$ cat src/rtl/prt_pkg.sv
// shared types, constants and the cordic arctangent table of the planar rigid transform unit
package prt_pkg;

    // word formats
    localparam int ANGLE_BITS   = 16;
    localparam int COORD_BITS   = 32;
    localparam int CORDIC_STEPS = 16;

    // cordic datapath, q2.30
    localparam int TRIG_W  = 32;
    localparam int CNT_W   = $clog2(CORDIC_STEPS);
    localparam logic signed [TRIG_W-1:0] GAIN_Q30 = 32'sh26DD3B6A;

    // operation classes
    typedef enum logic [2:0] {
        OP_LOAD    = 3'd0,
        OP_APPLY   = 3'd1,
        OP_COMPOSE = 3'd2,
        OP_INVERT  = 3'd3,
        OP_TWIST   = 3'd4,
        OP_NOP     = 3'd5
    } t_op;

    // one classified input word
    typedef struct packed {
        t_op                     op;
        logic [ANGLE_BITS-1:0]   angle;
        logic [COORD_BITS-1:0]   rate;
        logic [COORD_BITS-1:0]   x;
        logic [COORD_BITS-1:0]   y;
    } t_item;

    // cordic result towards the back end
    typedef struct packed {
        logic                done;
        logic [TRIG_W-1:0]   cos_v;
        logic [TRIG_W-1:0]   sin_v;
    } t_trig;

    // multiplier operand selects
    typedef enum logic [1:0] {
        A_COS = 2'd0,
        A_SIN = 2'd1,
        A_PX  = 2'd2,
        A_PY  = 2'd3
    } t_asel;

    typedef enum logic [2:0] {
        B_X    = 3'd0,
        B_Y    = 3'd1,
        B_RATE = 3'd2,
        B_PX   = 3'd3,
        B_PY   = 3'd4
    } t_bsel;

    // one product term of an operation
    typedef struct packed {
        logic  act;
        logic  last;
        t_asel asel;
        t_bsel bsel;
        logic  rate_sh;
        logic  neg;
        logic  to_y;
    } t_term;

    typedef enum logic [2:0] {
        S_IDLE  = 3'd0,
        S_TRIG  = 3'd1,
        S_MAC   = 3'd2,
        S_DRAIN = 3'd3,
        S_DONE  = 3'd4
    } t_back_state;

    // back end status
    typedef struct packed {
        logic take;
        logic busy;
    } t_back_stat;

    // arctangent of 2^-i in q30 turns of a quarter
    function automatic logic [TRIG_W-1:0] atan_q30(input logic [4:0] i);
        logic [TRIG_W-1:0] r;
        unique case (i)
            5'd0:    r = 32'h20000000;
            5'd1:    r = 32'h12E4051E;
            5'd2:    r = 32'h09FB385B;
            5'd3:    r = 32'h051111D4;
            5'd4:    r = 32'h028B0D43;
            5'd5:    r = 32'h0145D7E1;
            5'd6:    r = 32'h00A2F61E;
            5'd7:    r = 32'h00517C55;
            5'd8:    r = 32'h0028BE53;
            5'd9:    r = 32'h00145F2F;
            5'd10:   r = 32'h000A2F98;
            5'd11:   r = 32'h000517CC;
            5'd12:   r = 32'h00028BE6;
            5'd13:   r = 32'h000145F3;
            5'd14:   r = 32'h0000A2FA;
            5'd15:   r = 32'h0000517D;
            5'd16:   r = 32'h000028BE;
            5'd17:   r = 32'h0000145F;
            5'd18:   r = 32'h00000A30;
            5'd19:   r = 32'h00000518;
            5'd20:   r = 32'h0000028C;
            5'd21:   r = 32'h00000146;
            5'd22:   r = 32'h000000A3;
            5'd23:   r = 32'h00000051;
            default: r = 32'h00000000;
        endcase
        return r;
    endfunction

endpackage

$ cat src/rtl/prt_front.sv
// front end: accepts input words, classifies the operation and queues them for the back end
module prt_front (
    input  logic                                i_clk,
    input  logic                                i_rst_n,
    input  logic                                i_push,
    output logic                                o_full,
    input  logic [2:0]                          i_operation,
    input  logic [prt_pkg::ANGLE_BITS-1:0]      i_in_angle,
    input  logic [prt_pkg::COORD_BITS-1:0]      i_in_rate,
    input  logic [prt_pkg::COORD_BITS-1:0]      i_in_x,
    input  logic [prt_pkg::COORD_BITS-1:0]      i_in_y,
    output logic                                o_valid,
    output prt_pkg::t_item                      o_item,
    input  logic                                i_take
);

    prt_pkg::t_item r_q [2];
    logic           r_wp;
    logic           r_rp;
    logic [1:0]     r_cnt;
    prt_pkg::t_item w_in;
    logic           w_wr;

    // classify: codes past twist do nothing
    always_comb begin
        w_in.op    = (i_operation > 3'd4) ? prt_pkg::OP_NOP : prt_pkg::t_op'(i_operation);
        w_in.angle = i_in_angle;
        w_in.rate  = i_in_rate;
        w_in.x     = i_in_x;
        w_in.y     = i_in_y;
    end

    assign o_full  = (r_cnt == 2'd2);
    assign o_valid = (r_cnt != 2'd0);
    assign o_item  = r_q[r_rp];
    assign w_wr    = i_push && !o_full;

    // queue storage
    always_ff @(posedge i_clk) begin
        if (w_wr) begin
            r_q[r_wp] <= w_in;
        end
    end

    // queue pointers
    always_ff @(posedge i_clk) begin
        if (!i_rst_n) begin
            r_wp  <= 1'b0;
            r_rp  <= 1'b0;
            r_cnt <= 2'd0;
        end else begin
            if (w_wr) begin
                r_wp <= ~r_wp;
            end
            if (i_take) begin
                r_rp <= ~r_rp;
            end
            r_cnt <= r_cnt + {1'b0, w_wr} - {1'b0, i_take};
        end
    end

endmodule

$ cat config.mk
export PLATFORM = sky130hd
export DESIGN_NAME = prt_front
export DESIGN_NICKNAME = d
export VERILOG_FILES = /design/src/rtl/prt_pkg.sv /design/src/rtl/prt_front.sv
export SDC_FILE = /design/constraint.sdc
export NUM_CORES = 1
export LEC_CHECK = 0
export BUFFER_PORTS_ARGS = -buffer_cell sky130_fd_sc_hd__buf_2
export CORE_MARGIN = 10
export CORE_UTILIZATION = 52
export CTS_CLUSTER_SIZE = 24
export DETAILED_ROUTE_END_ITERATION = 8
export GPL_TIMING_DRIVEN = 0
export PLACE_DENSITY = 0.79
export SLEW_MARGIN = 5
export SYNTH_ARGS = -nofsm -noshare
export SYNTH_HDL_FRONTEND = slang
export SYNTH_SLANG_ARGS = --single-unit
$ cat constraint.sdc
create_clock -name i_clk -period 7.55 [get_ports i_clk]
set_input_delay 1.1325 -clock i_clk [delete_from_list [all_inputs] [get_ports i_clk]]
set_output_delay 1.1325 -clock i_clk [all_outputs]
set_load 0.005 [all_outputs]
Word level (Yosys, flattened, before mapping). Memory sizes are Yosys's and may differ from the RTL's. A register that Yosys moved wholly into a read port is not among the register bits. Cells that the tools add are included.

Memories kept: 1. Memory bits (writable): 230. Word-level logic and storage cells: 18. Input bits: 119. Flip-flop bits (word level): 4.

Reduce and logical (&&, ||, !) cells: 3. Bitwise gates (word level): 2. $add $sub $neg: 2. $lt $le $gt $ge: 1. Mux-type cells: 5. Equal/unequal tests: 1.

Memories: r_q (depth 2, width 115, read ports 1, clocked after Yosys merged registers in 1, wr ports 1, line prt_front.sv:17) `prt_pkg::t_item r_q [2];`.

Operators with widths (number): $mux W1 (4); $gt A3 B3 Y1 const B (1); $mux W3 (1); $add A2 B1 Y2 (1); $eq A2 B2 Y1 const B (1); $not A1 Y1 (2); $reduce_bool A2 Y1 (1); $sub A2 B1 Y2 (1); $logic_and A1 B1 Y1 (1); $logic_not A1 Y1 (1).

Depth between registers and ports, before layout. Gate-level depths: netlist of run 1.

Word-level depth: 5. Depth in mapped cells: 8.

Worst setup path after synthesis of run 1. OpenSTA, ideal clock, no wires.

Kind: input-to-reg. Start: input i_push. End: memory r_q[0][0] (netlist name) (enable). Arrival: 6008 ps. Slack: 952 ps. Cell stages on the path: 2. Data required time: 6960 ps. Cell sequence: nand2_1 nor2_1.

Cells in the longest elaborated chain, start to end: 3.

RTL lines: start: declaration (line prt_front.sv:5) `input logic i_push,`; $logic_and A1 B1 Y1 (line prt_front.sv:36) `assign w_wr = i_push && !o_full;`; $mux W1 (line prt_front.sv:40) `if (w_wr) begin`; $mux W1 (implied by the code) (line prt_front.sv:41) `r_q[r_wp] <= w_in;`; end: declaration (line prt_front.sv:17).

Every way passes these cells.

==> flow_results.xml, run 1 <==
<?xml version="1.0" encoding="UTF-8"?>
<metrics>
  <group name="status">
    <metric name="outcome" unit="">completed</metric>
  </group>
  <group name="yosys">
    <metric name="ys.warnings.count" unit="">0</metric>
    <metric name="ys_seq_area_share" unit="%">80.1</metric>
    <metric name="dominantRegCellSynth" unit="">sky130_fd_sc_hd__edfxtp_1</metric>
    <metric name="post_synth_inst_count" unit="">387</metric>
    <metric name="synth-seq-cells" unit="">235</metric>
    <metric name="synth_top_cells_by_area" unit="">sky130_fd_sc_hd__edfxtp_1 79%, sky130_fd_sc_hd__mux2_4 8.6%, sky130_fd_sc_hd__mux2_2 8.4%</metric>
    <metric name="netlist-cell-type-count" unit="">21</metric>
    <metric name="mapped_avg_cell_area" unit="sq um">22.6</metric>
    <metric name="synth-edff-count" unit="">230</metric>
    <metric name="synth.cell_area" unit="sq mm">0.00874</metric>
    <metric name="synth_async_sr_flop_share" unit="%">0</metric>
    <metric name="syn_nets" unit="">508</metric>
    <metric name="yosys.area.top_type" unit="">sky130_fd_sc_hd__edfxtp_1</metric>
    <metric name="synth_top_area_share" unit="%">79.0</metric>
  </group>
  <group name="job">
    <metric name="max-cap-violations" unit="">0</metric>
  </group>
  <group name="power">
    <metric name="powerDensity" unit="mW/mm^2">292</metric>
    <metric name="combinational_power_share" unit="%">13.9</metric>
    <metric name="power_report.internal_total" unit="mW">2.55</metric>
    <metric name="static_leakage" unit="nW">4.34</metric>
    <metric name="clkPwrFrac" unit="%">36.1</metric>
    <metric name="switching_power" unit="mW">0.705</metric>
    <metric name="power_switching_share" unit="%">21.7</metric>
    <metric name="pwr-share-seq" unit="%">50.0</metric>
    <metric name="power.ir.vdd_worst" unit="mV">0.187</metric>
  </group>
  <group name="global_route">
    <metric name="initial_antenna_violation_count" unit="">2</metric>
    <metric name="via_count_of_the_first_global_routing_pass" unit="">4971</metric>
    <metric name="first_pass_grt_wire_length" unit="um">27000</metric>
    <metric name="grt_start_max_net_pins" unit="">59</metric>
    <metric name="grt.overflow.total" unit="">0</metric>
    <metric name="globalRouteTotalUtil" unit="%">15.2</metric>
  </group>
  <group name="place">
    <metric name="placement.setup.worst_slack" unit="ps">4800</metric>
    <metric name="cell_area_after_placement" unit="sq mm">0.0103</metric>
    <metric name="portBuffers" unit="">235</metric>
    <metric name="gp_routability_congestion" unit="">0.756</metric>
    <metric name="dp_hpwl" unit="um">13000</metric>
  </group>
  <group name="drt">
    <metric name="dr_total_vias" unit="">4471</metric>
    <metric name="detail_route.first_pass.iterations" unit="">4</metric>
    <metric name="drtIter0Drc" unit="">209</metric>
    <metric name="post_drt_via_cell_ratio" unit="">5.03</metric>
    <metric name="wire_per_inst" unit="um">20.2</metric>
    <metric name="drtAntennaViolNets" unit="">0</metric>
    <metric name="detail_route.wirelength" unit="um">18000</metric>
    <metric name="remaining_drc_errors" unit="">0</metric>
  </group>
  <group name="timing">
    <metric name="fmaxAchievable" unit="MHz">342</metric>
    <metric name="layout_worst_path_cycle_share" unit="%">38.7</metric>
    <metric name="rsz0062_at_grt" unit="">false</metric>
    <metric name="setup_slack" unit="ps">4630</metric>
    <metric name="maximum_clock_skew_at_final_layout" unit="ps">6.30</metric>
    <metric name="slew_headroom" unit="%">44.1</metric>
    <metric name="finalWorstPathRequiredPeriod" unit="ps">2920</metric>
    <metric name="pins_over_slew_limit" unit="">0</metric>
    <metric name="final_total_negative_setup_slack" unit="ps">0</metric>
    <metric name="worstMarginPinSlew" unit="ps">838</metric>
    <metric name="timing.final.hold_violations" unit="">0</metric>
    <metric name="finalSetupViolCount" unit="">0</metric>
  </group>
  <group name="clock_tree">
    <metric name="tritoncts" unit="">done</metric>
    <metric name="cts_inserted_buffers" unit="">23</metric>
    <metric name="clkLatencyLatePin" unit="ps">500</metric>
    <metric name="ctsHtreeMaxLevel" unit="">1</metric>
    <metric name="root_buffer" unit="">sky130_fd_sc_hd__clkbuf_16</metric>
    <metric name="cts_post_setup_buffers_inserted" unit="">0</metric>
    <metric name="cts_hold_repair.buffers" unit="">0</metric>
    <metric name="clock_sinks" unit="">235</metric>
    <metric name="cts-resized-gates" unit="">0</metric>
    <metric name="cts.path.max_buffers" unit="">3</metric>
    <metric name="cts.clk_slew.worst_paths" unit="ps">60</metric>
  </group>
  <group name="floorplan">
    <metric name="core.rowCount" unit="">47</metric>
    <metric name="floorplan.initialDensity" unit="%">52.9</metric>
    <metric name="die_w" unit="um">150</metric>
    <metric name="floorplan.die.height" unit="um">150</metric>
    <metric name="floorplan.io_pins" unit="">236</metric>
    <metric name="core_area" unit="sq mm">0.0165</metric>
    <metric name="design.die.area" unit="sq mm">0.0224</metric>
  </group>
  <group name="cells_and_area">
    <metric name="final.fill_count" unit="">1087</metric>
    <metric name="layout.cells.most_common" unit="">sky130_fd_sc_hd__buf_2</metric>
    <metric name="syn2layout_area_growth" unit="%">27.1</metric>
    <metric name="final-seq-area" unit="sq mm">0.00701</metric>
    <metric name="layout-drive-gt1-share" unit="%">60.8</metric>
    <metric name="most-common-layout-cells" unit="">241 x sky130_fd_sc_hd__buf_2, 230 x sky130_fd_sc_hd__edfxtp_1, 65 x sky130_fd_sc_hd__mux2_2</metric>
    <metric name="insertedDiodeCount" unit="">0</metric>
    <metric name="nets" unit="">773</metric>
    <metric name="multiInputGateArea" unit="sq mm">0.00163</metric>
    <metric name="post-route-cell-area" unit="sq mm">0.0111</metric>
  </group>
  <group name="setup_path">
    <metric name="cp_data_arrival_time" unit="ps">1790</metric>
    <metric name="timing.critical_path.from_type" unit="">register</metric>
    <metric name="endpoint_kind" unit="">primary output</metric>
    <metric name="cp.required" unit="ps">6420</metric>
    <metric name="critical_path_class" unit="">reg -&gt; out</metric>
    <metric name="path_max_fanout" unit="">10</metric>
  </group>
  <group name="min_path">
    <metric name="min-delay-path-class" unit="">reg -&gt; reg</metric>
  </group>
</metrics>
logic make-up (layout without fill, tap and decap cells):
| group | count (synthesis) | count (layout) | synth area share, % |
|---|---|---|---|
| xor gates and xnor gates | 2 | 2 | 0.200 |
| DFF | 235 | 235 | 80.1 |
| muxes | 116 | 116 | 17.1 |
| AOI/OAI and AO/OA | 1 | 1 | 0.0859 |
| buffers and inverters | 17 | 299 | 1.42 |
| adders and majority gates | 2 | 2 | 0.286 |
| and+or+nand+nor | 14 | 14 | 0.816 |
per-stage QoR:
| stage | utilization, % | hold WS, ps | cells | power (mW) |
|---|---|---|---|---|
| after detailed placement | 62.5 | 522 | 847 | 2.11 |
| after global routing | 67.3 | 568 | 889 | 3.38 |
| after global placement | 61.7 | 465 | 842 | 2.09 |
| after CTS | 67.3 | 532 | 889 | 3.29 |
| after floorplan | - | 455 | 387 | 1.90 |
| final | 67.3 | 538 | 889 | 3.25 |
Yosys cell counts, drive strengths merged, types with 2 or more instances:
cell    instances
edfxtp        230
mux2          115
buf            13
dfxtp           5
nor2            4
inv             3
and2            2
ha              2
nand2           2
nand2b          2
worst paths after layout:
kind / from / to / slack, ps / cells past startpoint
setup / recovery: register / o_item[61] / 4630 / 4
hold / removal: r_cnt[1] / r_cnt[1] / 540 / 2
setup reg to reg: r_cnt[0] / r_q[0][93] / 5520 / 5
hold reg to reg: r_cnt[1] / r_cnt[1] / 540 / 2
flip-flops by register name (all words and copies together), names as in the netlist, named ones only:
name,flops
r_wp,1
r_q,230
r_rp,1
r_cnt,2
critical path: stages, from the launching register on:
cell and delay (ps):
sky130_fd_sc_hd__dfxtp_1 320, sky130_fd_sc_hd__buf_6 120, sky130_fd_sc_hd__buf_2 320, sky130_fd_sc_hd__mux2_2 380, sky130_fd_sc_hd__buf_2 140
power groups by stage:
stage / Clock, mW / Sequential (mW) / Combinational [mW]
floorplan: 0 / 1.66 / 0.239
global placement: 0 / 1.68 / 0.418
detailed placement: 0 / 1.65 / 0.461
CTS: 1.20 / 1.63 / 0.463
global route: 1.25 / 1.64 / 0.492
finish: 1.17 / 1.62 / 0.451
layout make-up:
cell class	count	area share, %
clock inverter	13	1.49
multi-input combinational	135	14.6
timing repair buffer	240	11.6
inverter	3	0.101
sequential	235	63.0
clock buffer	29	5.65
buffer	14	1.01
tap	220	2.48
layer usage:
metal  up-vias  track usage [%]  share of wire (%)
li1       2056                -                  -
met1      2188             17.7                 39
met2       187             25.6                 49
met3        36             5.92                 10
met4         4             4.42                2.1
met5         -                0               0.12
No activity file was read; power rests on OpenSTA's default activity.
==> run 2: changes to the inputs <==
- clock period: 7.55 -> 2.9 ns (I/O delays scaled with it)
==> flow_results.xml, run 2 (same netlist as run 1, synthesis figures left out) <==
<?xml version="1.0" encoding="UTF-8"?>
<metrics>
  <group name="status">
    <metric name="outcome" unit="">completed</metric>
  </group>
  <group name="timing">
    <metric name="rsz0062_at_grt" unit="">false</metric>
    <metric name="setup_slack" unit="ps">679</metric>
    <metric name="maximum_clock_skew_at_final_layout" unit="ps">4.70</metric>
    <metric name="layout_worst_path_cycle_share" unit="%">76.6</metric>
    <metric name="worstMarginPinSlew" unit="ps">635</metric>
    <metric name="pins_over_slew_limit" unit="">0</metric>
    <metric name="fmaxAchievable" unit="MHz">450</metric>
    <metric name="finalWorstPathRequiredPeriod" unit="ps">2220</metric>
    <metric name="final_total_negative_setup_slack" unit="ps">0</metric>
    <metric name="slew_headroom" unit="%">57.5</metric>
    <metric name="finalSetupViolCount" unit="">0</metric>
    <metric name="timing.final.hold_violations" unit="">0</metric>
  </group>
  <group name="place">
    <metric name="dp_hpwl" unit="um">13000</metric>
    <metric name="gp_routability_congestion" unit="">0.772</metric>
    <metric name="cell_area_after_placement" unit="sq mm">0.0103</metric>
    <metric name="placement.setup.worst_slack" unit="ps">900</metric>
    <metric name="portBuffers" unit="">235</metric>
  </group>
  <group name="cells_and_area">
    <metric name="post_layout_utilization_of_the_core" unit="%">66.6</metric>
    <metric name="post-route-cell-area" unit="sq mm">0.0110</metric>
    <metric name="syn2layout_area_growth" unit="%">25.9</metric>
    <metric name="nets" unit="">774</metric>
    <metric name="most-common-layout-cells" unit="">241 x sky130_fd_sc_hd__buf_2, 230 x sky130_fd_sc_hd__edfxtp_1, 65 x sky130_fd_sc_hd__mux2_2</metric>
    <metric name="layout.cells.most_common" unit="">sky130_fd_sc_hd__buf_2</metric>
    <metric name="layout-drive-gt1-share" unit="%">59.9</metric>
    <metric name="regMostFlops" unit="">r_q</metric>
    <metric name="largest_register_ff_count" unit="">230</metric>
    <metric name="biggestRegsByFlops" unit="">r_q: 230 flops, r_cnt: 2 flops</metric>
  </group>
  <group name="floorplan">
    <metric name="design.die.area" unit="sq mm">0.0224</metric>
    <metric name="floorplan.die.height" unit="um">150</metric>
    <metric name="floorplan.io_pins" unit="">236</metric>
    <metric name="die_w" unit="um">150</metric>
    <metric name="floorplan.initialDensity" unit="%">52.9</metric>
    <metric name="core.rowCount" unit="">47</metric>
    <metric name="core_area" unit="sq mm">0.0165</metric>
  </group>
  <group name="min_path">
    <metric name="min-delay-path-class" unit="">in -&gt; reg</metric>
  </group>
  <group name="power">
    <metric name="switching_power" unit="mW">1.80</metric>
    <metric name="static_leakage" unit="nW">4.27</metric>
    <metric name="power.ir.vdd_worst" unit="mV">0.499</metric>
    <metric name="powerDensity" unit="mW/mm^2">728</metric>
    <metric name="clkPwrFrac" unit="%">32.6</metric>
    <metric name="pwr-share-seq" unit="%">52.7</metric>
    <metric name="power_report.internal_total" unit="mW">6.22</metric>
    <metric name="power_switching_share" unit="%">22.4</metric>
    <metric name="combinational_power_share" unit="%">14.7</metric>
  </group>
  <group name="job">
    <metric name="max-cap-violations" unit="">0</metric>
  </group>
  <group name="drt">
    <metric name="drtIter0Drc" unit="">176</metric>
    <metric name="detail_route.first_pass.iterations" unit="">4</metric>
    <metric name="drtAntennaViolNets" unit="">0</metric>
    <metric name="dr_total_vias" unit="">4515</metric>
    <metric name="detail_route.wirelength" unit="um">17800</metric>
    <metric name="wire_per_inst" unit="um">20.0</metric>
    <metric name="remaining_drc_errors" unit="">0</metric>
    <metric name="post_drt_via_cell_ratio" unit="">5.07</metric>
  </group>
  <group name="global_route">
    <metric name="globalRouteTotalUtil" unit="%">15.2</metric>
    <metric name="via_count_of_the_first_global_routing_pass" unit="">4987</metric>
    <metric name="grt_start_max_net_pins" unit="">53</metric>
    <metric name="grt.overflow.total" unit="">0</metric>
    <metric name="first_pass_grt_wire_length" unit="um">26600</metric>
    <metric name="initial_antenna_violation_count" unit="">3</metric>
  </group>
  <group name="clock_tree">
    <metric name="cts_post_setup_buffers_inserted" unit="">0</metric>
    <metric name="cts_inserted_buffers" unit="">23</metric>
    <metric name="cts-resized-gates" unit="">0</metric>
    <metric name="root_buffer" unit="">sky130_fd_sc_hd__clkbuf_16</metric>
    <metric name="clock_sinks" unit="">235</metric>
    <metric name="cts_hold_repair.buffers" unit="">0</metric>
    <metric name="ctsHtreeMaxLevel" unit="">1</metric>
    <metric name="tritoncts" unit="">done</metric>
    <metric name="clkLatencyLatePin" unit="ps">500</metric>
    <metric name="cts.path.max_buffers" unit="">3</metric>
    <metric name="cts.clk_slew.worst_paths" unit="ps">60</metric>
  </group>
  <group name="setup_path">
    <metric name="critical_path_class" unit="">reg -&gt; out</metric>
    <metric name="timing.critical_path.from_type" unit="">register</metric>
    <metric name="path_max_fanout" unit="">10</metric>
    <metric name="cp.required" unit="ps">2470</metric>
    <metric name="endpoint_kind" unit="">primary output</metric>
    <metric name="cp_data_arrival_time" unit="ps">1790</metric>
  </group>
</metrics>
[run 2: path summary, 6_finish.rpt]
path | from | to | slack [ps] | depth (start not counted)
worst min register to register | r_rp | r_rp | 520 | 2
worst max-delay path | register | o_item[74] | 680 | 5
worst max register to register | r_cnt[0] | r_q[1][65] | 970 | 4
worst min-delay path | i_in_y[24] | r_q[1][24] | 120 | 1
[run 2: final cells by class]
cell class	count	area (sq um)
flip-flops and latches	235	7010
clock buffers	32	609
plain buffers	14	113
clock inverters	9	50.0
fillers	1120	5520
multi-input cells	135	1630
diodes	2	5.00
well taps	220	275
repair buffers	241	1310
inverters	3	11.3
[run 2: power by group through the flow]
stage / clock, mW / sequential (mW) / combinational (mW)
final: 2.61 / 4.23 / 1.18
after global routing: 2.82 / 4.25 / 1.29
after CTS: 2.67 / 4.23 / 1.21
after detailed placement: 0 / 4.30 / 1.20
after global placement: 0 / 4.31 / 1.09
after floorplan: 0 / 4.29 / 0.627
[run 2: routing by layer]
layer  share of wire, %  vias to the layer above  global-route usage, %
li1                   -                     2065                      -
met1                 39                     2225                   18.2
met2                 48                      189                   25.4
met3                 11                       34                   5.34
met4                2.1                        2                   4.32
met5              0.039                        -                      0
[run 2: worst max-delay path: stages (launching register included)]
cell and delay (ps):
sky130_fd_sc_hd__dfxtp_1 320, sky130_fd_sc_hd__buf_6 130, sky130_fd_sc_hd__buf_6 180, sky130_fd_sc_hd__buf_6 210, sky130_fd_sc_hd__mux2_4 320, sky130_fd_sc_hd__buf_2 140
[run 2: per-stage QoR]
| step | instances | power [mW] | hold slack, ps |
|---|---|---|---|
| 2_1_floorplan | 387 | 4.91 | 480 |
| 3_3_place_gp | 842 | 5.40 | 495 |
| 3_5_place_dp | 848 | 5.50 | 505 |
| 4_1_cts | 889 | 8.11 | 106 |
| 5_1_grt | 890 | 8.36 | 103 |
| 6_report | 891 | 8.01 | 124 |
