<file path="src/rtl/prt_pkg.sv">
// shared types, constants and the cordic arctangent table of the planar rigid transform unit
package prt_pkg;

    // word formats
    localparam int ANGLE_BITS   = 16;
    localparam int COORD_BITS   = 32;
    localparam int CORDIC_STEPS = 16;

    // cordic datapath, q2.30
    localparam int TRIG_W  = 32;
    localparam int CNT_W   = $clog2(CORDIC_STEPS);
    localparam logic signed [TRIG_W-1:0] GAIN_Q30 = 32'sh26DD3B6A;

    // operation classes
    typedef enum logic [2:0] {
        OP_LOAD    = 3'd0,
        OP_APPLY   = 3'd1,
        OP_COMPOSE = 3'd2,
        OP_INVERT  = 3'd3,
        OP_TWIST   = 3'd4,
        OP_NOP     = 3'd5
    } t_op;

    // one classified input word
    typedef struct packed {
        t_op                     op;
        logic [ANGLE_BITS-1:0]   angle;
        logic [COORD_BITS-1:0]   rate;
        logic [COORD_BITS-1:0]   x;
        logic [COORD_BITS-1:0]   y;
    } t_item;

    // cordic result towards the back end
    typedef struct packed {
        logic                done;
        logic [TRIG_W-1:0]   cos_v;
        logic [TRIG_W-1:0]   sin_v;
    } t_trig;

    // multiplier operand selects
    typedef enum logic [1:0] {
        A_COS = 2'd0,
        A_SIN = 2'd1,
        A_PX  = 2'd2,
        A_PY  = 2'd3
    } t_asel;

    typedef enum logic [2:0] {
        B_X    = 3'd0,
        B_Y    = 3'd1,
        B_RATE = 3'd2,
        B_PX   = 3'd3,
        B_PY   = 3'd4
    } t_bsel;

    // one product term of an operation
    typedef struct packed {
        logic  act;
        logic  last;
        t_asel asel;
        t_bsel bsel;
        logic  rate_sh;
        logic  neg;
        logic  to_y;
    } t_term;

    typedef enum logic [2:0] {
        S_IDLE  = 3'd0,
        S_TRIG  = 3'd1,
        S_MAC   = 3'd2,
        S_DRAIN = 3'd3,
        S_DONE  = 3'd4
    } t_back_state;

    // back end status
    typedef struct packed {
        logic take;
        logic busy;
    } t_back_stat;

    // arctangent of 2^-i in q30 turns of a quarter
    function automatic logic [TRIG_W-1:0] atan_q30(input logic [4:0] i);
        logic [TRIG_W-1:0] r;
        unique case (i)
            5'd0:    r = 32'h20000000;
            5'd1:    r = 32'h12E4051E;
            5'd2:    r = 32'h09FB385B;
            5'd3:    r = 32'h051111D4;
            5'd4:    r = 32'h028B0D43;
            5'd5:    r = 32'h0145D7E1;
            5'd6:    r = 32'h00A2F61E;
            5'd7:    r = 32'h00517C55;
            5'd8:    r = 32'h0028BE53;
            5'd9:    r = 32'h00145F2F;
            5'd10:   r = 32'h000A2F98;
            5'd11:   r = 32'h000517CC;
            5'd12:   r = 32'h00028BE6;
            5'd13:   r = 32'h000145F3;
            5'd14:   r = 32'h0000A2FA;
            5'd15:   r = 32'h0000517D;
            5'd16:   r = 32'h000028BE;
            5'd17:   r = 32'h0000145F;
            5'd18:   r = 32'h00000A30;
            5'd19:   r = 32'h00000518;
            5'd20:   r = 32'h0000028C;
            5'd21:   r = 32'h00000146;
            5'd22:   r = 32'h000000A3;
            5'd23:   r = 32'h00000051;
            default: r = 32'h00000000;
        endcase
        return r;
    endfunction

endpackage

</file>
<file path="src/rtl/prt_back.sv">
// back end: holds the pose, sequences the product terms through one multiplier, drives the result word
module prt_back (
    input  logic                              i_clk,
    input  logic                              i_rst_n,
    input  logic                              i_valid,
    input  prt_pkg::t_item                    i_item,
    output logic                              o_take,
    output prt_pkg::t_back_stat               o_stat,
    output logic                              o_trig_start,
    output logic [prt_pkg::ANGLE_BITS-1:0]    o_trig_angle,
    input  prt_pkg::t_trig                    i_trig,
    input  logic                              i_pop,
    output logic                              o_empty,
    output logic [prt_pkg::ANGLE_BITS-1:0]    o_out_angle,
    output logic [prt_pkg::COORD_BITS-1:0]    o_out_rate,
    output logic [prt_pkg::COORD_BITS-1:0]    o_out_x,
    output logic [prt_pkg::COORD_BITS-1:0]    o_out_y,
    output logic                              o_saturated
);

    localparam int CB    = prt_pkg::COORD_BITS;
    localparam int AB    = prt_pkg::ANGLE_BITS;
    localparam int AW    = (CB > prt_pkg::TRIG_W) ? CB : prt_pkg::TRIG_W;
    localparam int PW    = AW + CB;
    localparam int EW    = (PW + 1 > 64) ? PW + 1 : 64;
    localparam int ACC_W = 66;

    localparam logic signed [EW-1:0] LIM_P = {{(EW-62){1'b0}}, 1'b1, 61'b0};
    localparam logic signed [EW-1:0] LIM_N = {{(EW-61){1'b1}}, 61'b0};
    localparam logic signed [ACC_W-1:0] SAT_HI = {{(ACC_W-CB+1){1'b0}}, {(CB-1){1'b1}}};
    localparam logic signed [ACC_W-1:0] SAT_LO = {{(ACC_W-CB+1){1'b1}}, {(CB-1){1'b0}}};
    localparam logic signed [PW:0] HALF_T = {{(PW+1-30){1'b0}}, 1'b1, 29'b0};
    localparam logic signed [PW:0] HALF_R = {{(PW+1-16){1'b0}}, 1'b1, 15'b0};

    prt_pkg::t_back_state r_state;
    prt_pkg::t_back_state n_state;
    prt_pkg::t_item       r_item;
    logic [AB-1:0]        r_pose_angle;
    logic signed [CB-1:0] r_pose_x;
    logic signed [CB-1:0] r_pose_y;
    logic [2:0]           r_step;
    logic                 r_pv;
    prt_pkg::t_term       r_meta;
    logic signed [PW-1:0] r_prod;
    logic signed [ACC_W-1:0] r_acc_x;
    logic signed [ACC_W-1:0] r_acc_y;
    logic                 r_out_valid;
    logic [AB-1:0]        r_out_angle;
    logic [CB-1:0]        r_out_rate;
    logic [CB-1:0]        r_out_x;
    logic [CB-1:0]        r_out_y;
    logic                 r_out_sat;

    logic                 w_issue;
    logic                 w_write;
    logic                 w_out_free;
    prt_pkg::t_term       w_term;
    logic signed [AW-1:0] w_a;
    logic signed [CB-1:0] w_b;
    logic signed [PW:0]   w_rnd;
    logic signed [EW-1:0] w_ext;
    logic signed [EW-1:0] w_clip;
    logic signed [ACC_W-1:0] w_add;
    logic signed [CB-1:0] w_sx;
    logic signed [CB-1:0] w_sy;
    logic                 w_fx;
    logic                 w_fy;

    assign w_out_free = !r_out_valid || i_pop;

    // next state
    always_comb begin
        n_state = r_state;
        unique case (r_state)
            prt_pkg::S_IDLE: begin
                if (i_valid) begin
                    n_state = prt_pkg::S_TRIG;
                end
            end
            prt_pkg::S_TRIG: begin
                if (i_trig.done) begin
                    if (r_item.op == prt_pkg::OP_LOAD || r_item.op == prt_pkg::OP_NOP) begin
                        n_state = prt_pkg::S_DONE;
                    end else begin
                        n_state = prt_pkg::S_MAC;
                    end
                end
            end
            prt_pkg::S_MAC: begin
                if (w_term.last) begin
                    n_state = prt_pkg::S_DRAIN;
                end
            end
            prt_pkg::S_DRAIN: begin
                n_state = prt_pkg::S_DONE;
            end
            prt_pkg::S_DONE: begin
                if (w_out_free) begin
                    n_state = prt_pkg::S_IDLE;
                end
            end
            default: begin
                n_state = prt_pkg::S_IDLE;
            end
        endcase
    end

    // state outputs
    always_comb begin
        o_take       = (r_state == prt_pkg::S_IDLE) && i_valid;
        o_trig_start = o_take;
        w_issue      = (r_state == prt_pkg::S_MAC);
        w_write      = (r_state == prt_pkg::S_DONE) && w_out_free;
        o_stat.take  = o_take;
        o_stat.busy  = (r_state != prt_pkg::S_IDLE);
    end

    assign o_trig_angle = r_pose_angle;

    always_ff @(posedge i_clk) begin
        if (!i_rst_n) begin
            r_state <= prt_pkg::S_IDLE;
        end else begin
            r_state <= n_state;
        end
    end

    // term table per operation
    always_comb begin
        w_term = '{act: 1'b0, last: 1'b1, asel: prt_pkg::A_COS, bsel: prt_pkg::B_X,
                   rate_sh: 1'b0, neg: 1'b0, to_y: 1'b0};
        unique case (r_item.op)
            prt_pkg::OP_APPLY, prt_pkg::OP_COMPOSE: begin
                w_term.act  = 1'b1;
                w_term.last = (r_step == 3'd3);
                unique case (r_step)
                    3'd0: begin
                        w_term.asel = prt_pkg::A_COS; w_term.bsel = prt_pkg::B_X;
                    end
                    3'd1: begin
                        w_term.asel = prt_pkg::A_SIN; w_term.bsel = prt_pkg::B_Y;
                        w_term.neg  = 1'b1;
                    end
                    3'd2: begin
                        w_term.asel = prt_pkg::A_SIN; w_term.bsel = prt_pkg::B_X;
                        w_term.to_y = 1'b1;
                    end
                    default: begin
                        w_term.asel = prt_pkg::A_COS; w_term.bsel = prt_pkg::B_Y;
                        w_term.to_y = 1'b1;
                    end
                endcase
            end
            prt_pkg::OP_INVERT: begin
                w_term.act  = 1'b1;
                w_term.last = (r_step == 3'd3);
                unique case (r_step)
                    3'd0: begin
                        w_term.asel = prt_pkg::A_COS; w_term.bsel = prt_pkg::B_PX;
                        w_term.neg  = 1'b1;
                    end
                    3'd1: begin
                        w_term.asel = prt_pkg::A_SIN; w_term.bsel = prt_pkg::B_PY;
                        w_term.neg  = 1'b1;
                    end
                    3'd2: begin
                        w_term.asel = prt_pkg::A_SIN; w_term.bsel = prt_pkg::B_PX;
                        w_term.to_y = 1'b1;
                    end
                    default: begin
                        w_term.asel = prt_pkg::A_COS; w_term.bsel = prt_pkg::B_PY;
                        w_term.neg  = 1'b1; w_term.to_y = 1'b1;
                    end
                endcase
            end
            prt_pkg::OP_TWIST: begin
                w_term.act  = 1'b1;
                w_term.last = (r_step == 3'd5);
                unique case (r_step)
                    3'd0: begin
                        w_term.asel = prt_pkg::A_PY; w_term.bsel = prt_pkg::B_RATE;
                        w_term.rate_sh = 1'b1;
                    end
                    3'd1: begin
                        w_term.asel = prt_pkg::A_COS; w_term.bsel = prt_pkg::B_X;
                    end
                    3'd2: begin
                        w_term.asel = prt_pkg::A_SIN; w_term.bsel = prt_pkg::B_Y;
                        w_term.neg  = 1'b1;
                    end
                    3'd3: begin
                        w_term.asel = prt_pkg::A_PX; w_term.bsel = prt_pkg::B_RATE;
                        w_term.rate_sh = 1'b1; w_term.neg = 1'b1; w_term.to_y = 1'b1;
                    end
                    3'd4: begin
                        w_term.asel = prt_pkg::A_SIN; w_term.bsel = prt_pkg::B_X;
                        w_term.to_y = 1'b1;
                    end
                    default: begin
                        w_term.asel = prt_pkg::A_COS; w_term.bsel = prt_pkg::B_Y;
                        w_term.to_y = 1'b1;
                    end
                endcase
            end
            default: begin
                w_term.act = 1'b0;
            end
        endcase
    end

    // operand selection
    always_comb begin
        unique case (w_term.asel)
            prt_pkg::A_COS: w_a = AW'($signed(i_trig.cos_v));
            prt_pkg::A_SIN: w_a = AW'($signed(i_trig.sin_v));
            prt_pkg::A_PX:  w_a = AW'(r_pose_x);
            default:        w_a = AW'(r_pose_y);
        endcase
        unique case (w_term.bsel)
            prt_pkg::B_X:    w_b = $signed(r_item.x);
            prt_pkg::B_Y:    w_b = $signed(r_item.y);
            prt_pkg::B_RATE: w_b = $signed(r_item.rate);
            prt_pkg::B_PX:   w_b = r_pose_x;
            prt_pkg::B_PY:   w_b = r_pose_y;
            default:         w_b = '0;
        endcase
    end

    // multiply stage
    always_ff @(posedge i_clk) begin
        if (!i_rst_n) begin
            r_pv <= 1'b0;
        end else begin
            r_pv <= w_issue && w_term.act;
        end
    end

    always_ff @(posedge i_clk) begin
        if (w_issue) begin
            r_prod <= w_a * w_b;
            r_meta <= w_term;
        end
    end

    // round half up, clip and align the registered product
    always_comb begin
        if (r_meta.rate_sh) begin
            w_rnd = ($signed({r_prod[PW-1], r_prod}) + HALF_R) >>> 16;
        end else begin
            w_rnd = ($signed({r_prod[PW-1], r_prod}) + HALF_T) >>> 30;
        end
        w_ext = EW'(w_rnd);
        if (w_ext > LIM_P) begin
            w_clip = LIM_P;
        end else if (w_ext < LIM_N) begin
            w_clip = LIM_N;
        end else begin
            w_clip = w_ext;
        end
        w_add = ACC_W'($signed(w_clip[62:0]));
    end

    // step counter and accumulators
    always_ff @(posedge i_clk) begin
        if (o_take) begin
            r_item <= i_item;
            r_step <= 3'd0;
            if (i_item.op == prt_pkg::OP_APPLY || i_item.op == prt_pkg::OP_COMPOSE) begin
                r_acc_x <= ACC_W'(r_pose_x);
                r_acc_y <= ACC_W'(r_pose_y);
            end else begin
                r_acc_x <= '0;
                r_acc_y <= '0;
            end
        end else begin
            if (w_issue) begin
                r_step <= r_step + 3'd1;
            end
            if (r_pv) begin
                if (r_meta.to_y) begin
                    r_acc_y <= r_meta.neg ? r_acc_y - w_add : r_acc_y + w_add;
                end else begin
                    r_acc_x <= r_meta.neg ? r_acc_x - w_add : r_acc_x + w_add;
                end
            end
        end
    end

    // saturate to the coordinate range
    always_comb begin
        w_fx = 1'b0;
        w_fy = 1'b0;
        if (r_acc_x > SAT_HI) begin
            w_sx = SAT_HI[CB-1:0]; w_fx = 1'b1;
        end else if (r_acc_x < SAT_LO) begin
            w_sx = SAT_LO[CB-1:0]; w_fx = 1'b1;
        end else begin
            w_sx = r_acc_x[CB-1:0];
        end
        if (r_acc_y > SAT_HI) begin
            w_sy = SAT_HI[CB-1:0]; w_fy = 1'b1;
        end else if (r_acc_y < SAT_LO) begin
            w_sy = SAT_LO[CB-1:0]; w_fy = 1'b1;
        end else begin
            w_sy = r_acc_y[CB-1:0];
        end
    end

    // pose update and result word
    always_ff @(posedge i_clk) begin
        if (!i_rst_n) begin
            r_pose_angle <= '0;
            r_pose_x     <= '0;
            r_pose_y     <= '0;
        end else if (w_write) begin
            unique case (r_item.op)
                prt_pkg::OP_LOAD: begin
                    r_pose_angle <= r_item.angle;
                    r_pose_x     <= $signed(r_item.x);
                    r_pose_y     <= $signed(r_item.y);
                end
                prt_pkg::OP_COMPOSE: begin
                    r_pose_angle <= r_pose_angle + r_item.angle;
                    r_pose_x     <= w_sx;
                    r_pose_y     <= w_sy;
                end
                prt_pkg::OP_INVERT: begin
                    r_pose_angle <= -r_pose_angle;
                    r_pose_x     <= w_sx;
                    r_pose_y     <= w_sy;
                end
                default: begin
                    r_pose_angle <= r_pose_angle;
                end
            endcase
        end
    end

    always_ff @(posedge i_clk) begin
        if (w_write) begin
            r_out_rate <= '0;
            r_out_sat  <= 1'b0;
            unique case (r_item.op)
                prt_pkg::OP_LOAD: begin
                    r_out_angle <= r_item.angle;
                    r_out_x     <= r_item.x;
                    r_out_y     <= r_item.y;
                end
                prt_pkg::OP_APPLY: begin
                    r_out_angle <= r_pose_angle;
                    r_out_x     <= w_sx;
                    r_out_y     <= w_sy;
                    r_out_sat   <= w_fx | w_fy;
                end
                prt_pkg::OP_COMPOSE: begin
                    r_out_angle <= r_pose_angle + r_item.angle;
                    r_out_x     <= w_sx;
                    r_out_y     <= w_sy;
                    r_out_sat   <= w_fx | w_fy;
                end
                prt_pkg::OP_INVERT: begin
                    r_out_angle <= -r_pose_angle;
                    r_out_x     <= w_sx;
                    r_out_y     <= w_sy;
                    r_out_sat   <= w_fx | w_fy;
                end
                prt_pkg::OP_TWIST: begin
                    r_out_angle <= r_pose_angle;
                    r_out_rate  <= r_item.rate;
                    r_out_x     <= w_sx;
                    r_out_y     <= w_sy;
                    r_out_sat   <= w_fx | w_fy;
                end
                default: begin
                    r_out_angle <= r_pose_angle;
                    r_out_x     <= r_pose_x;
                    r_out_y     <= r_pose_y;
                end
            endcase
        end
    end

    // output slot occupancy
    always_ff @(posedge i_clk) begin
        if (!i_rst_n) begin
            r_out_valid <= 1'b0;
        end else if (w_write) begin
            r_out_valid <= 1'b1;
        end else if (i_pop) begin
            r_out_valid <= 1'b0;
        end
    end

    assign o_empty     = !r_out_valid;
    assign o_out_angle = r_out_angle;
    assign o_out_rate  = r_out_rate;
    assign o_out_x     = r_out_x;
    assign o_out_y     = r_out_y;
    assign o_saturated = r_out_sat;

endmodule

</file>
<file path="config.mk">
export PLATFORM = sky130hd
export DESIGN_NAME = prt_back
export DESIGN_NICKNAME = d
export VERILOG_FILES = /design/src/rtl/prt_pkg.sv /design/src/rtl/prt_back.sv
export SDC_FILE = /design/constraint.sdc
export NUM_CORES = 2
export LEC_CHECK = 0
export BUFFER_PORTS_ARGS = -buffer_cell sky130_fd_sc_hd__buf_2
export CORE_ASPECT_RATIO = 0.75
export CORE_MARGIN = 4
export CORE_UTILIZATION = 50
export CTS_BUF_LIST = sky130_fd_sc_hd__clkbuf_16
export DETAILED_ROUTE_END_ITERATION = 7
export HOLD_SLACK_MARGIN = 0.06
export PLACE_DENSITY = 0.73
export SLEW_MARGIN = 20
export SYNTH_ARGS = -nofsm -noshare
export SYNTH_HDL_FRONTEND = slang
export SYNTH_SLANG_ARGS = --single-unit
</file>
<file path="constraint.sdc">
create_clock -name i_clk -period 11.2 [get_ports i_clk]
set_clock_uncertainty 0.15 [all_clocks]
set_input_delay 0.56 -clock i_clk [delete_from_list [all_inputs] [get_ports i_clk]]
set_output_delay 0.56 -clock i_clk [all_outputs]
set_load 0.05 [all_outputs]
</file>
* Yosys cells after proc, flatten, opt, wreduce, memory -nomap -nowiden *
Index checks and enable logic that the tools add are counted.

storage, ports and cells
  register bits after elaboration = 515
  output and inout port bits = 134
  word-level logic and storage cells = 143

operators by class
  $add $sub $neg = 9
  multipliers = 1
  magnitude comparators = 6
  equal/unequal tests = 27
  muxes and demuxes = 48
  bitwise logic cells = 1
  reduce and logical (&&, ||, !) cells = 28

operators by type and width
  operator                                                                           number
  66-bit 2-to-1 mux                                                                  10
  32-bit case mux with 2 select lines                                                4
  32-bit case mux with 5 select lines                                                1
  66-bit by 63-bit adder with 66-bit output                                          2
  66-bit by 32-bit greater-than comparator with 1-bit output, second input constant  2
  66-bit by 32-bit less-than comparator with 1-bit output, second input constant     2
  66-bit by 63-bit subtractor with 66-bit output                                     2
  32-bit 2-to-1 mux                                                                  4
  63-bit 2-to-1 mux                                                                  2
  32-bit case mux with 3 select lines                                                1
  64-bit by 17-bit adder with 65-bit output, second input constant                   1
  64-bit by 31-bit adder with 65-bit output, second input constant                   1
  65-bit by 63-bit greater-than comparator with 1-bit output, second input constant  1
  65-bit by 62-bit less-than comparator with 1-bit output, second input constant     1
  65-bit 2-to-1 mux                                                                  1
  32-bit by 32-bit multiplier with 64-bit output                                     1
  16-bit case mux with 3 select lines                                                1
  3-bit by 2-bit equality test with 1-bit output, second input constant              9
  5-bit case mux with 5 select lines                                                 1
  4-bit case mux with 3 select lines                                                 2
  3-bit equality test, second input constant                                         6
  6-bit case mux with 3 select lines                                                 1
  16-bit adder                                                                       1
  16-bit negator                                                                     1
  23 further kinds                                                                   62

* Longest topological paths before layout *
  depth in word-level cells = 10
  mapped depth = 43
  depth with buffers taken out = 40

* Least setup slack after synthesis *
OpenSTA, ideal clock, no wires.

  kind = register to register
  from = register r_step[0]
  to = register r_prod[61] (data pin)
  setup time = 0.257 ns
  data arrival time = 10.094 ns
  data required time = 10.793 ns
  path slack = 0.699 ns
  stages on the path, launching flop included = 37
  period minus slack after synthesis = 10.501 ns
  cells stage by stage = dfxtp_1 -> inv_1 -> ha_1 -> nor2b_1 -> o21a_1 -> nor2_1 -> clkbuf_1 -> mux2i_1 -> mux2i_1 -> clkbuf_1 -> nand2_1 -> fa_1 -> inv_1 -> fa_1 -> inv_1 -> fa_1 -> fa_1 -> inv_1 -> fa_1 -> fa_1 -> fa_1 -> fa_1 -> ha_1 -> a21o_1 -> a21o_1 -> a21o_1 -> a21o_1 -> a21o_1 -> a21o_1 -> a21oi_1 -> o21ai_0 -> a221oi_2 -> o21ai_2 -> a21o_1 -> a211o_1 -> a21o_1 -> xor2_1

on the way
  cells in the longest elaborated chain, start to end = 6
  elaborated cells on any way between the ends = 20
  those cells by class = 1 x mul; 10 x eq/ne; 6 x mux; 3 x reduce/logical

RTL lines
  what                                                                                        RTL line                          text
  start: declaration                                                                          prt_back.sv:41                    logic [2:0] r_step;
  start signal: assignment                                                                    prt_back.sv:277                   r_step <= r_step + 3'd1;
  3-bit equality test, or another cell as far along                                           prt_back.sv:179                   unique case (r_step)
  5-bit case mux with 5 select lines, or another cell as far along                            prt_back.sv:179
  6-bit case mux with 3 select lines (*)                                                      prt_back.sv:132                   unique case (r_item.op)
  3-bit equality test, or another cell as far along                                           prt_back.sv:219                   unique case (w_term.bsel)
  32-bit case mux with 5 select lines or 32-bit case mux with 3 select lines (tied branches)  prt_back.sv:219, prt_back.sv:213
  32-bit by 32-bit multiplier with 64-bit output (*)                                          prt_back.sv:240                   r_prod <= w_a * w_b;
  end signal: assignment                                                                      prt_back.sv:240
  end: declaration                                                                            prt_back.sv:44                    logic signed [PW-1:0] r_prod;

Every way passes the cells marked *; elsewhere a longest branch is shown, timed or not.
A chain may end at the register's enable or synchronous reset.

* Worst setup path after layout *
Ends and elaborated chain as after synthesis.

==> results.sh <==
export IMPL_outcome="finished, final reports clean"
export IMPL_antenna_found_initial=10
export IMPL_fp_dieW_um=436.9
export IMPL_ys_seq_area_share_pct=20.49
export IMPL_wl_per_cell_um=26.99
export IMPL_synth_seq_cells=500
export IMPL_hold_ws_ns=0.1342
export IMPL_first_pass_iters=8
export IMPL_wirelength_um=267700
export IMPL_drv_slew=0
export IMPL_relSlewSlack_pct=9.215
export IMPL_remaining_drc_errors=0
export IMPL_filler_cell_count=12032
export IMPL_r2r_cells=33
export IMPL_clk_pin_slew_ns=0.06
export IMPL_seq_area_mm2=0.01414
export IMPL_period_minus_slack_ns=10.97
export IMPL_die_y_um=329.7
export IMPL_hold_path_cell_count=5
export IMPL_muxShareOfSynthArea_pct=2.195
export IMPL_hp_start="i_trig[64]"
export IMPL_synth_edf_count=412
export IMPL_ys_top_cells_by_count="inv_1 (1219), fa_1 (1084), nand2_1 (991)"
export IMPL_multi_input_area_mm2=0.04921
export IMPL_cts_tree="yes"
export IMPL_gp_congestion=1.093
export IMPL_nets=9626
export IMPL_setup_viol=0
export IMPL_clockBufferDepth=3
export IMPL_rows=117
export IMPL_synthesis_nets=9230
export IMPL_port_buffers=317
export IMPL_netlist_top_cell_by_area="fa_1"
export IMPL_numCtsBuffers=55
export IMPL_drv_cap=0
export IMPL_place_area_mm2=0.07417
export IMPL_hold_violations=0
export IMPL_via_per_inst=6.070
export IMPL_cts_max_level=2
export IMPL_grt_pass1_vias=58751
export IMPL_fin_crit_sh_pct=97.99
export IMPL_ys_types=94
export IMPL_min_to="r_state[1]"
export IMPL_synth_area_top_cells="fa_1 (31%), edfxtp_1 (18%), inv_1 (6.6%)"
export IMPL_required_ns=11.42
export IMPL_initial_core_util_pct=50.56
export IMPL_grt_pass1_wl_um=392500
export IMPL_grt_ovfl_total=0
export IMPL_syn_area_mm2=0.06898
export IMPL_cts_root_buf="clkbuf_16"
export IMPL_critPathLaunchType="flip-flop"
export IMPL_max_freq_ghz=0.09112
export IMPL_place_hpwl_um=215200
export IMPL_yosys_area_share_adder_pct=37.52
export IMPL_worst_r2r_endpoint="r_prod[61]"
export IMPL_async_flop_share_pct=0
export IMPL_area_delta_synth_final_pct=12.65
export IMPL_synth_top_area_share_pct=31.46
export IMPL_fin_setup_tns_ns=0
export IMPL_crit_arrival_ns=11.20
export IMPL_worstPathMaxFanout=15
export IMPL_synthXorXnorAreaFrac_pct=4.150
export IMPL_synth_compound_area_share_pct=12.57
export IMPL_drive_gt1_share_pct=10.93
export IMPL_worstMarginPinSlew_ns=1.357
export IMPL_num_vias=60198
export IMPL_utilization_pct=56.96
export IMPL_timing_rr_start="r_step[0]"
export IMPL_ys_warn_count=0
export IMPL_grt_total_usage_pct=36.79
export IMPL_r2r_slack_ns=0.23
export IMPL_ios=318
export IMPL_critPathCaptureType="flip-flop"
export IMPL_core_area_mm2=0.1364
export IMPL_cpMostUsedCell="fa_1"
export IMPL_synthCells=7628
export IMPL_critPathMaxStageDelay_ns=0.95
export IMPL_synth_avg_cell_area_um2=9.043
export IMPL_crit_type="flip-flop to flip-flop"
export IMPL_synthSimpleGateAreaFrac_pct=14.19
export IMPL_synth_top_family_by_area="adder cells"
export IMPL_dieArea_mm2=0.1440
export IMPL_yosys_most_used_dff="edfxtp_1"
export IMPL_cts_sinks=500
export IMPL_synth_most_common_cell="inv_1"
export IMPL_stdcell_area_mm2=0.07771
export IMPL_ant_nets=0
export IMPL_worstSkewPairLatency_ns=0.71
export IMPL_grt_max_degree=132
export IMPL_hp_class="input port to flip-flop"
export IMPL_slowest_stage="a222oi_1"
export IMPL_drt_iter0_markers=7407
==> how the worst max path moves through the flow <==
stage | depth (start not counted) | slack [ns] | endpoint | from
after floorplan | 36 | 0.70 | r_prod[61] | r_step[0]
after global placement | 39 | -0.22 | r_prod[61] | r_step[0]
after detailed placement | 39 | -0.26 | r_prod[61] | r_step[0]
after CTS | 36 | 0.02 | r_prod[61] | r_step[0]
after global routing | 39 | -0.04 | r_prod[61] | r_step[0]
final | 33 | 0.23 | r_prod[61] | r_step[0]
==> cell families after synthesis <==
kind of cell | after synthesis
xor+xnor | 326
flops | 500
mux | 147
simple gates | 2255
compound gates | 1357
fa+ha+maj | 1418
buf+inv | 1625
==> worst max-delay path, delay by kind of cell, from the launching register on <==
family | cells | cell delay (ns)
compound gates | 16 | 4.03
simple gates | 2 | 0.35
flops | 1 | 0.42
buf+inv | 4 | 0.71
xor+xnor | 1 | 0.13
fa+ha+maj | 10 | 4.86
==> cell type report <==
| class | count | area share (%) |
|---|---|---|
| timing repair buffer | 742 | 7.036 |
| multi-input combinational | 5503 | 63.33 |
| sequential | 500 | 18.19 |
| clock buffer | 59 | 1.900 |
| tap | 1844 | 2.969 |
| antenna | 3 | 0.009661 |
| inverter | 1222 | 5.919 |
| clock inverter | 44 | 0.6457 |
==> routing by layer <==
metal	routed length (µm)	GRT usage, %
met1	108700	53.39
met2	105400	49.78
met3	40360	13.55
met4	13160	14.24
met5	27	0
==> stage by stage <==
stage               instances  setup WS (ns)
floorplan                7628         0.6991
global placement         9677        -0.2207
detailed placement       9678        -0.2590
CTS                      9901        0.01671
global route             9917       -0.03797
finish                   9917         0.2257
==> state kept, by name, indices dropped and copies added, names as in the netlist, 49 cells and up <==
register,cells
r_prod,49
r_item,115
r_acc_y,66
r_acc_x,66
==> cell usage in the layout, fill, tap and decap left out, types with 72 or more instances in the layout <==
cell type	n
nor2_1	706
a21oi_1	364
buf_4	270
xor2_1	130
nand4_1	72
nor2b_1	91
ha_1	332
nand2_1	984
nand3_1	86
edfxtp_1	412
a21o_1	127
dlygate4sd3_1	116
inv_1	1222
fa_1	1084
mux2i_1	96
o211ai_1	74
xnor2_1	191
dfxtp_1	86
o21ai_0	369
buf_2	317
a211oi_1	78
==> timing repair <==
item	in CTS	in global routing
pin swaps	1	4
setup buffers	4	13
setup endpoints to repair	14	24
endpoints found under the hold margin	116	0
resized for setup	7	41
hold buffers	116	0
Power is not shown: default switching activity piles up to over one toggle a cycle in this logic, so the estimate is an artifact.
